## src/hw/rtl/mmp_pkg.sv

```systemverilog
// ----------------------------------------------------------------------------
// mmp_pkg
// shared constants, types and modular helpers for the matrix power block
// ----------------------------------------------------------------------------
package mmp_pkg;

  localparam int MAX_DIM     = 64;
  localparam int IDX_W       = (MAX_DIM > 1) ? $clog2(MAX_DIM) : 1;
  localparam int DIM_LIMIT   = (MAX_DIM < 64) ? MAX_DIM : 64;
  localparam int VAL_W       = 16;
  localparam int OP_W        = 2;
  localparam int FIELD_IDX_W = 6;
  localparam int DIM_W       = 7;
  localparam int EXP_W       = 63;
  localparam int CFG_IDX_W   = 2;
  localparam int CFG_DATA_W  = 63;
  localparam int RAM_DEPTH   = 3 * MAX_DIM;
  localparam int RAM_AW      = $clog2(RAM_DEPTH);
  localparam int DRAIN_W     = 2;

  localparam logic [VAL_W:0]     MODULUS    = 17'd65521;
  // 2^16 mod 65521
  localparam logic [3:0]         FOLD       = 4'd15;
  localparam logic [DRAIN_W-1:0] DRAIN_LAST = 2'd2;

  typedef logic [FIELD_IDX_W:0] fidx_wide_t;
  typedef logic [RAM_AW+1:0]    ram_wide_t;
  typedef logic [DIM_W-1:0]     dim_t;
  typedef logic [IDX_W-1:0]     idx_t;

  typedef enum logic [OP_W-1:0] {
    OP_LOAD_VEC = 2'd0,
    OP_LOAD_MAT = 2'd1,
    OP_START    = 2'd2
  } opcode_t;

  typedef enum logic [CFG_IDX_W-1:0] {
    CFG_DIMENSION = 2'd0,
    CFG_EXPONENT  = 2'd1
  } cfg_reg_t;

  typedef enum logic [1:0] {
    BANK_STORE = 2'd0,
    BANK_A     = 2'd1,
    BANK_B     = 2'd2
  } bank_t;

  typedef enum logic [2:0] {
    ST_IDLE,
    ST_DECIDE,
    ST_LOAD,
    ST_RUN,
    ST_DRAIN,
    ST_WRITE,
    ST_OUT
  } state_t;

  typedef struct packed {
    logic             load_vec;
    logic             load_mat;
    idx_t             ld_row;
    idx_t             ld_col;
    logic [VAL_W-1:0] ld_value;
    logic             init_vec;
    bank_t            rd_bank;
    logic             rd_own;
    idx_t             row;
    logic             set_k;
    logic             step_k;
    logic             load_sh;
    logic             sh_from_vec;
    logic             rotate;
    logic             mac_v;
    logic             clr_acc;
    logic             wr_vec;
    logic             wr_res;
    bank_t            wr_bank;
    idx_t             d_last;
    logic             shift_out;
  } cell_ctl_t;

  typedef struct packed {
    logic valid;
    idx_t idx;
    logic last;
  } out_stat_t;

  function automatic logic [RAM_AW-1:0] ram_addr(bank_t b, idx_t row);
    ram_wide_t a;
    a = ram_wide_t'(b) * ram_wide_t'(MAX_DIM) + ram_wide_t'(row);
    return a[RAM_AW-1:0];
  endfunction

  // one conditional subtract, valid for inputs below twice the modulus
  function automatic logic [VAL_W-1:0] reduce_once(logic [VAL_W:0] x);
    logic [VAL_W:0] y;
    y = x - MODULUS;
    return (x >= MODULUS) ? y[VAL_W-1:0] : x[VAL_W-1:0];
  endfunction

endpackage

```

## src/hw/rtl/mmp_if.sv

```systemverilog
// ----------------------------------------------------------------------------
// mmp_if
// valid/ready channels of the matrix power block
// ----------------------------------------------------------------------------
interface mmp_in_if;
  logic                                  valid;
  logic                                  ready;
  logic [mmp_pkg::OP_W-1:0]              opcode;
  logic [mmp_pkg::FIELD_IDX_W-1:0]       row_index;
  logic [mmp_pkg::FIELD_IDX_W-1:0]       col_index;
  logic [mmp_pkg::VAL_W-1:0]             value;
  modport source (output valid, opcode, row_index, col_index, value, input ready);
  modport sink   (input valid, opcode, row_index, col_index, value, output ready);
endinterface


interface mmp_cfg_if;
  logic                           valid;
  logic                           ready;
  logic [mmp_pkg::CFG_IDX_W-1:0]  index;
  logic [mmp_pkg::CFG_DATA_W-1:0] data;
  modport source (output valid, index, data, input ready);
  modport sink   (input valid, index, data, output ready);
endinterface

```

## src/hw/rtl/mmp_ctrl.sv

```systemverilog
// ----------------------------------------------------------------------------
// mmp_ctrl
// sequencer for loads, square-and-multiply passes and result streaming
// ----------------------------------------------------------------------------
module mmp_ctrl (
  input  logic                 clk,
  input  logic                 rst_n,
  mmp_in_if.sink               in_req,
  mmp_cfg_if.sink              cfg_req,
  input  logic                 out_ready,
  output mmp_pkg::cell_ctl_t   ctl,
  output mmp_pkg::out_stat_t   stat
);

  mmp_pkg::state_t             state_r, state_nxt;
  logic [mmp_pkg::EXP_W-1:0]   exp_sh_r, exp_sh_nxt, exp_r;
  mmp_pkg::dim_t               dim_r, dim_act;
  mmp_pkg::bank_t              src_r, src_nxt, dst;
  logic                        op_vec_r, op_vec_nxt, mac_v_r;
  mmp_pkg::idx_t               row_r, row_nxt, t_r, t_nxt, out_idx_r, out_idx_nxt, d_last;
  logic [mmp_pkg::DRAIN_W-1:0] drain_r, drain_nxt;
  logic                        in_fire, cfg_fire, row_ok, col_ok;

  assign in_req.ready  = (state_r == mmp_pkg::ST_IDLE);
  assign cfg_req.ready = 1'b1;
  assign in_fire  = in_req.valid && in_req.ready;
  assign cfg_fire = cfg_req.valid && cfg_req.ready;
  assign row_ok   = {1'b0, in_req.row_index} < mmp_pkg::fidx_wide_t'(mmp_pkg::MAX_DIM);
  assign col_ok   = {1'b0, in_req.col_index} < mmp_pkg::fidx_wide_t'(mmp_pkg::MAX_DIM);

  always_comb begin
    if (dim_r == '0) begin
      dim_act = mmp_pkg::dim_t'(1);
    end else if (dim_r > mmp_pkg::dim_t'(mmp_pkg::DIM_LIMIT)) begin
      dim_act = mmp_pkg::dim_t'(mmp_pkg::DIM_LIMIT);
    end else begin
      dim_act = dim_r;
    end
  end
  assign d_last = mmp_pkg::IDX_W'(dim_act - 1'b1);
  assign dst    = (src_r == mmp_pkg::BANK_A) ? mmp_pkg::BANK_B : mmp_pkg::BANK_A;

  // next state
  always_comb begin
    state_nxt   = state_r;
    exp_sh_nxt  = exp_sh_r;
    src_nxt     = src_r;
    op_vec_nxt  = op_vec_r;
    row_nxt     = row_r;
    t_nxt       = t_r;
    drain_nxt   = drain_r;
    out_idx_nxt = out_idx_r;
    unique case (state_r)
      mmp_pkg::ST_IDLE: begin
        if (in_fire && in_req.opcode == mmp_pkg::OP_START) begin
          exp_sh_nxt = (exp_r == '0) ? mmp_pkg::EXP_W'(1) : exp_r;
          src_nxt    = mmp_pkg::BANK_STORE;
          state_nxt  = mmp_pkg::ST_DECIDE;
        end
      end
      mmp_pkg::ST_DECIDE: begin
        row_nxt = '0;
        if (exp_sh_r[0]) begin
          op_vec_nxt = 1'b1;
          state_nxt  = mmp_pkg::ST_LOAD;
        end else if (exp_sh_r[mmp_pkg::EXP_W-1:1] == '0) begin
          out_idx_nxt = '0;
          state_nxt   = mmp_pkg::ST_OUT;
        end else begin
          exp_sh_nxt = exp_sh_r >> 1;
          op_vec_nxt = 1'b0;
          state_nxt  = mmp_pkg::ST_LOAD;
        end
      end
      mmp_pkg::ST_LOAD: begin
        t_nxt     = '0;
        state_nxt = mmp_pkg::ST_RUN;
      end
      mmp_pkg::ST_RUN: begin
        t_nxt = t_r + 1'b1;
        if (t_r == d_last) begin
          drain_nxt = '0;
          state_nxt = mmp_pkg::ST_DRAIN;
        end
      end
      mmp_pkg::ST_DRAIN: begin
        drain_nxt = drain_r + 1'b1;
        if (drain_r == mmp_pkg::DRAIN_LAST) begin
          state_nxt = mmp_pkg::ST_WRITE;
        end
      end
      mmp_pkg::ST_WRITE: begin
        if (op_vec_r) begin
          exp_sh_nxt[0] = 1'b0;
          state_nxt     = mmp_pkg::ST_DECIDE;
        end else if (row_r == d_last) begin
          src_nxt   = dst;
          state_nxt = mmp_pkg::ST_DECIDE;
        end else begin
          row_nxt   = row_r + 1'b1;
          state_nxt = mmp_pkg::ST_LOAD;
        end
      end
      mmp_pkg::ST_OUT: begin
        if (out_ready) begin
          if (out_idx_r == d_last) begin
            state_nxt = mmp_pkg::ST_IDLE;
          end else begin
            out_idx_nxt = out_idx_r + 1'b1;
          end
        end
      end
      default: state_nxt = mmp_pkg::ST_IDLE;
    endcase
  end

  // outputs
  always_comb begin
    ctl.load_vec    = in_fire && in_req.opcode == mmp_pkg::OP_LOAD_VEC && row_ok;
    ctl.load_mat    = in_fire && in_req.opcode == mmp_pkg::OP_LOAD_MAT && row_ok && col_ok;
    ctl.ld_row      = mmp_pkg::IDX_W'(in_req.row_index);
    ctl.ld_col      = mmp_pkg::IDX_W'(in_req.col_index);
    ctl.ld_value    = in_req.value;
    ctl.init_vec    = in_fire && in_req.opcode == mmp_pkg::OP_START;
    ctl.rd_bank     = src_r;
    ctl.rd_own      = (state_r == mmp_pkg::ST_RUN);
    ctl.row         = row_r;
    ctl.set_k       = (state_r == mmp_pkg::ST_LOAD);
    ctl.step_k      = (state_r == mmp_pkg::ST_RUN);
    ctl.load_sh     = (state_r == mmp_pkg::ST_RUN) && (t_r == '0);
    ctl.sh_from_vec = op_vec_r;
    ctl.rotate      = mac_v_r;
    ctl.mac_v       = mac_v_r;
    ctl.clr_acc     = (state_r == mmp_pkg::ST_LOAD);
    ctl.wr_vec      = (state_r == mmp_pkg::ST_WRITE) && op_vec_r;
    ctl.wr_res      = (state_r == mmp_pkg::ST_WRITE) && !op_vec_r;
    ctl.wr_bank     = dst;
    ctl.d_last      = d_last;
    ctl.shift_out   = (state_r == mmp_pkg::ST_OUT) && out_ready;
    stat.valid      = (state_r == mmp_pkg::ST_OUT);
    stat.idx        = out_idx_r;
    stat.last       = (out_idx_r == d_last);
  end

  always_ff @(posedge clk) begin
    if (!rst_n) begin
      state_r  <= mmp_pkg::ST_IDLE;
      exp_sh_r <= '0;
      dim_r    <= mmp_pkg::dim_t'(1);
      exp_r    <= mmp_pkg::EXP_W'(1);
      src_r    <= mmp_pkg::BANK_STORE;
      op_vec_r <= 1'b0;
      mac_v_r  <= 1'b0;
      row_r    <= '0;
      t_r      <= '0;
      drain_r  <= '0;
      out_idx_r <= '0;
    end else begin
      state_r   <= state_nxt;
      exp_sh_r  <= exp_sh_nxt;
      src_r     <= src_nxt;
      op_vec_r  <= op_vec_nxt;
      mac_v_r   <= (state_r == mmp_pkg::ST_RUN);
      row_r     <= row_nxt;
      t_r       <= t_nxt;
      drain_r   <= drain_nxt;
      out_idx_r <= out_idx_nxt;
      if (cfg_fire) begin
        unique case (cfg_req.index)
          mmp_pkg::CFG_DIMENSION: dim_r <= cfg_req.data[mmp_pkg::DIM_W-1:0];
          mmp_pkg::CFG_EXPONENT:  exp_r <= cfg_req.data[mmp_pkg::EXP_W-1:0];
          default: ;
        endcase
      end
    end
  end

endmodule

```

## src/flat_wrapper.sv

```systemverilog
// flat-port wrapper written by rule: the top's interface ports become plain ports
module mmp_ctrl_flat 
  (clk, rst_n, out_ready, ctl, stat, in_req_valid, in_req_opcode, in_req_row_index, in_req_col_index, in_req_value, in_req_ready, cfg_req_valid, cfg_req_index, cfg_req_data, cfg_req_ready);
  mmp_in_if in_req_i ();
  mmp_cfg_if cfg_req_i ();
  input  logic clk;
  input  logic rst_n;
  input  logic out_ready;
  output mmp_pkg::cell_ctl_t ctl;
  output mmp_pkg::out_stat_t stat;
  input wire logic [$bits(in_req_i.valid)-1:0] in_req_valid;
  input wire logic [$bits(in_req_i.opcode)-1:0] in_req_opcode;
  input wire logic [$bits(in_req_i.row_index)-1:0] in_req_row_index;
  input wire logic [$bits(in_req_i.col_index)-1:0] in_req_col_index;
  input wire logic [$bits(in_req_i.value)-1:0] in_req_value;
  output wire logic [$bits(in_req_i.ready)-1:0] in_req_ready;
  input wire logic [$bits(cfg_req_i.valid)-1:0] cfg_req_valid;
  input wire logic [$bits(cfg_req_i.index)-1:0] cfg_req_index;
  input wire logic [$bits(cfg_req_i.data)-1:0] cfg_req_data;
  output wire logic [$bits(cfg_req_i.ready)-1:0] cfg_req_ready;
  assign in_req_i.valid = in_req_valid;
  assign in_req_i.opcode = in_req_opcode;
  assign in_req_i.row_index = in_req_row_index;
  assign in_req_i.col_index = in_req_col_index;
  assign in_req_i.value = in_req_value;
  assign in_req_ready = in_req_i.ready;
  assign cfg_req_i.valid = cfg_req_valid;
  assign cfg_req_i.index = cfg_req_index;
  assign cfg_req_i.data = cfg_req_data;
  assign cfg_req_ready = cfg_req_i.ready;
  mmp_ctrl u_core (.clk(clk), .rst_n(rst_n), .in_req(in_req_i), .cfg_req(cfg_req_i), .out_ready(out_ready), .ctl(ctl), .stat(stat));
endmodule
```

## config.mk

```make
export PLATFORM = sky130hd
export DESIGN_NAME = mmp_ctrl_flat
export DESIGN_NICKNAME = d
export VERILOG_FILES = /design/src/hw/rtl/mmp_pkg.sv /design/src/hw/rtl/mmp_if.sv /design/src/hw/rtl/mmp_ctrl.sv /design/src/flat_wrapper.sv
export SDC_FILE = /design/constraint.sdc
export NUM_CORES = 1
export LEC_CHECK = 0
export ABC_CLOCK_PERIOD_IN_PS = 3650
export BUFFER_PORTS_ARGS = -buffer_cell sky130_fd_sc_hd__buf_2
export CELL_PAD_IN_SITES_DETAIL_PLACEMENT = 1
export CELL_PAD_IN_SITES_GLOBAL_PLACEMENT = 1
export CORE_ASPECT_RATIO = 2
export CORE_MARGIN = 1.5
export CORE_UTILIZATION = 40
export CTS_BUF_LIST = sky130_fd_sc_hd__clkbuf_4 sky130_fd_sc_hd__clkbuf_8 sky130_fd_sc_hd__clkbuf_16
export DETAILED_ROUTE_END_ITERATION = 8
export HOLD_SLACK_MARGIN = 0.08
export PLACE_DENSITY_LB_ADDON = 0.08
export SKIP_CTS_REPAIR_TIMING = 1
export SKIP_LAST_GASP = 1
export SLEW_MARGIN = 5
export SYNTH_ARGS = -nofsm -noshare
export SYNTH_HDL_FRONTEND = slang
export SYNTH_SLANG_ARGS = --single-unit
```

## constraint.sdc

```tcl
create_clock -name clk -period 3.65 [get_ports clk]
set_input_delay 0.73 -clock clk [delete_from_list [all_inputs] [get_ports clk]]
set_output_delay 0.73 -clock clk [all_outputs]
set_load 0.1 [all_outputs]
```

==> results_dict.tcl <==
set metrics [dict create \
    final_cell_area_um2 9020 \
    p_sw_mw 1.429 \
    grt_usage_pct 24.43 \
    ios 168 \
    antenna_left 0 \
    initial_utilization_pct 40.69 \
    synth_area_um2 7844 \
    overflow 0 \
    grt_max_degree 124 \
    die_w_um 102.0 \
    endpoint "stat[0]" \
    wl_per_cell_um 19.70 \
    num_vias 7018 \
    synthFlopType "dfxtp_1" \
    fmax_mhz 287.0 \
    cts_tree "done" \
    worstHoldPathType "reg2reg" \
    placed_cell_area_um2 8412 \
    port_buffers 110 \
    dieHeight_um 201.0 \
    ctsLongestPathBuffers 2 \
    clock_power_share_pct 37.1 \
    arrival_ns 2.75 \
    synth_cells 926 \
    start_kind "flip-flop" \
    layout_commonest_cell "nand2_1" \
    ys_warn_count 0 \
    fin_crit_sh_pct 95.45 \
    r2r_cells 11 \
    coreArea_um2 19280 \
    timing.slew.headroom_pct 45.55 \
    grt_pass1_wl_mm 38.76 \
    layout_common_cells "nand2_1, dfxtp_1, buf_2, a21boi_0, a22oi_1" \
    r2r_slack_ns 0.72 \
    cap_violations 0 \
    synth_nets 1032 \
    critPathKind "reg2out" \
    worstPathRequired_ns 2.92 \
    drc 0 \
    drv_slew 0 \
    synth_cell_type_count 61 \
    crit_slowest_cell "or4_4" \
    regToRegStartpoint "u_core.dim_r[1]" \
    fp.dieArea_um2 20510 \
    power.density_nw_per_um2 520.2 \
    grt_pass1_vias 7357 \
    seq_area_frac_synth_pct 40.84 \
    cts_max_level 4 \
    antenna_cells 0 \
    routed_wl_mm 24.36 \
    cts_buffers 17 \
    clkTransAtPathRegs_ns 0.06 \
    nNetsFinal 1071 \
    power_frac_seq_pct 43.8 \
    worstPathMaxFanout 6 \
    clock_skew_ns 0.01223 \
    antenna_found_initial 0 \
    tightest_slew_ns 0.8093 \
    switching_share_pct 30.44 \
    cp-startpoint "u_core.dim_r[1]" \
    max_stage_delay_ns 0.57 \
    crit_path_frequent_cell "nor2_4" \
    period_minus_slack_ns 3.484 \
    synth_edf_count 0 \
    setup-tns-final_ns 0 \
    synth-seq-cells 160 \
    drt_iter0_markers 289 \
    end_kind "output port" \
    area_growth_pct 14.99 \
    clk_latency_ns 0.44 \
    cts.sinks 160 \
    cp_cell_sequence "or4_4 > nor2_4 > o21ai_4 > ha_4 > xor2_1 > nand2_1 > a211o_1 > nor2_4 > buf_12" \
    drtPass1Iterations 5 \
    syn_area_per_cell_um2 8.471 \
    p_int_mw 3.264 \
    p_comb_share_pct 19.1 \
    status "complete, no violations" \
    rr_endpoint "u_core.out_idx_r[5]" \
    gp_congestion 0.8085 \
    drive_above_1_share_pct 18.94 \
    async_reset_ff_share_pct 0 \
    via_per_inst 5.678 \
    leakagePower_nw 4.048 \
    row_count 72 \
    setup-violations-final 0 \
    vdd_drop_max_mv 0.3116 \
    hold_violations 0 \
    dp_hpwl_mm 17.51 \
    root_buffer "clkbuf_16" \
]
## how the worst min path moves through the flow
stage	start	end	cells past startpoint
floorplan	u_core.exp_r[37]	u_core.exp_r[37]	2
global placement	u_core.exp_r[26]	u_core.exp_r[26]	2
detailed placement	u_core.exp_r[18]	u_core.exp_r[18]	2
CTS	u_core.exp_r[18]	u_core.exp_r[18]	2
global route	u_core.exp_r[17]	u_core.exp_r[17]	2
finish	u_core.exp_r[23]	u_core.exp_r[23]	2
## Yosys cell counts (7+ instances only)
cell type | instances | area share, %
a21boi_0 | 68 | 6.5
buf_4 | 34 | 3.3
buf_2 | 12 | 0.77
nor2b_1 | 15 | 1.2
o211a_1 | 62 | 7.9
xor2_1 | 7 | 0.78
a22oi_1 | 65 | 6.2
nor4_1 | 35 | 2.8
nor2_1 | 17 | 0.81
clkbuf_1 | 55 | 2.6
xnor2_1 | 7 | 0.78
nor3_1 | 14 | 0.89
and2_1 | 9 | 0.72
o21ai_0 | 16 | 1.0
inv_1 | 15 | 0.72
mux2i_1 | 11 | 1.4
dfxtp_1 | 160 | 41
a21oi_1 | 10 | 0.64
nand3_1 | 13 | 0.83
nand2_1 | 215 | 10
nand4_1 | 10 | 0.80
## sequential cells by signal (all words and copies together), names as in the netlist
signal / cells
u_core.t_r: 6
u_core.src_r: 2
u_core.out_idx_r: 6
u_core.row_r: 6
u_core.dim_r: 7
u_core.exp_sh_r: 63
u_core.mac_v_r: 1
u_core.op_vec_r: 1
u_core.exp_r: 63
u_core.drain_r: 2
u_core.state_r: 3
## metal layers
layer / vias to the layer above / global-route usage, % / part of all wire (%)
met5: - / 0 / 0
met4: 0 / 9.785 / 3.1
met3: 41 / 4.770 / 2.1
met2: 129 / 47.87 / 59
met1: 3488 / 23.75 / 36
li1: 3360 / - / -
## critical path: cells and delay by family, from the launching register on
family	cells	cell delay [ns]
and+or+nand+nor	4	0.91
AOI/OAI and AO/OA	2	0.40
DFF	1	0.35
adders and majority gates	1	0.31
buffers and inverters	1	0.18
xor gates and xnor gates	1	0.17
## power groups by stage
stage	registers [mW]	clock network [mW]	logic [mW]
final	2.06	1.74	0.894
after global routing	2.07	1.85	0.978
after CTS	2.05	1.78	0.895
after detailed placement	2.09	0	0.893
after global placement	2.08	0	0.864
after floorplan	2.02	0	0.830
## layout make-up
cell class	count	area, um^2
fill	2387	10260
multi-input combinational	647	4175
sequential	160	3207
timing repair buffer	124	685.7
clock buffer	25	516.7
tap	259	324.1
inverter	15	56.30
clock inverter	6	55.05
## kinds of logic (layout without fill, tap and decap cells)
logic type | Yosys count | count (layout) | share of synthesized area (%)
buffers and inverters | 119 | 170 | 7.513
AND/OR/NAND/NOR | 358 | 358 | 21.33
adder cells (fa/ha/maj) | 6 | 6 | 0.9571
other | 1 | 1 | 0.04781
flip-flops | 160 | 160 | 40.84
multiplexers | 11 | 11 | 1.404
AO/OA/AOI/OAI | 256 | 256 | 26.07
XOR/XNOR | 15 | 15 | 1.850
## through the flow
stage	power, mW	utilization [%]	std cells	hold WS [ns]	setup slack, ns
finish	4.693	46.79	1236	0.4849	0.1661
global route	4.899	46.79	1236	0.5101	-0.01232
CTS	4.731	46.60	1233	0.4891	-0.04979
detailed placement	2.983	43.63	1202	0.4804	0.4285
global placement	2.946	43.63	1202	0.4729	0.5358
floorplan	2.850	-	926	0.4567	-0.1231
Note: power is estimated with default switching activity, not from simulation.
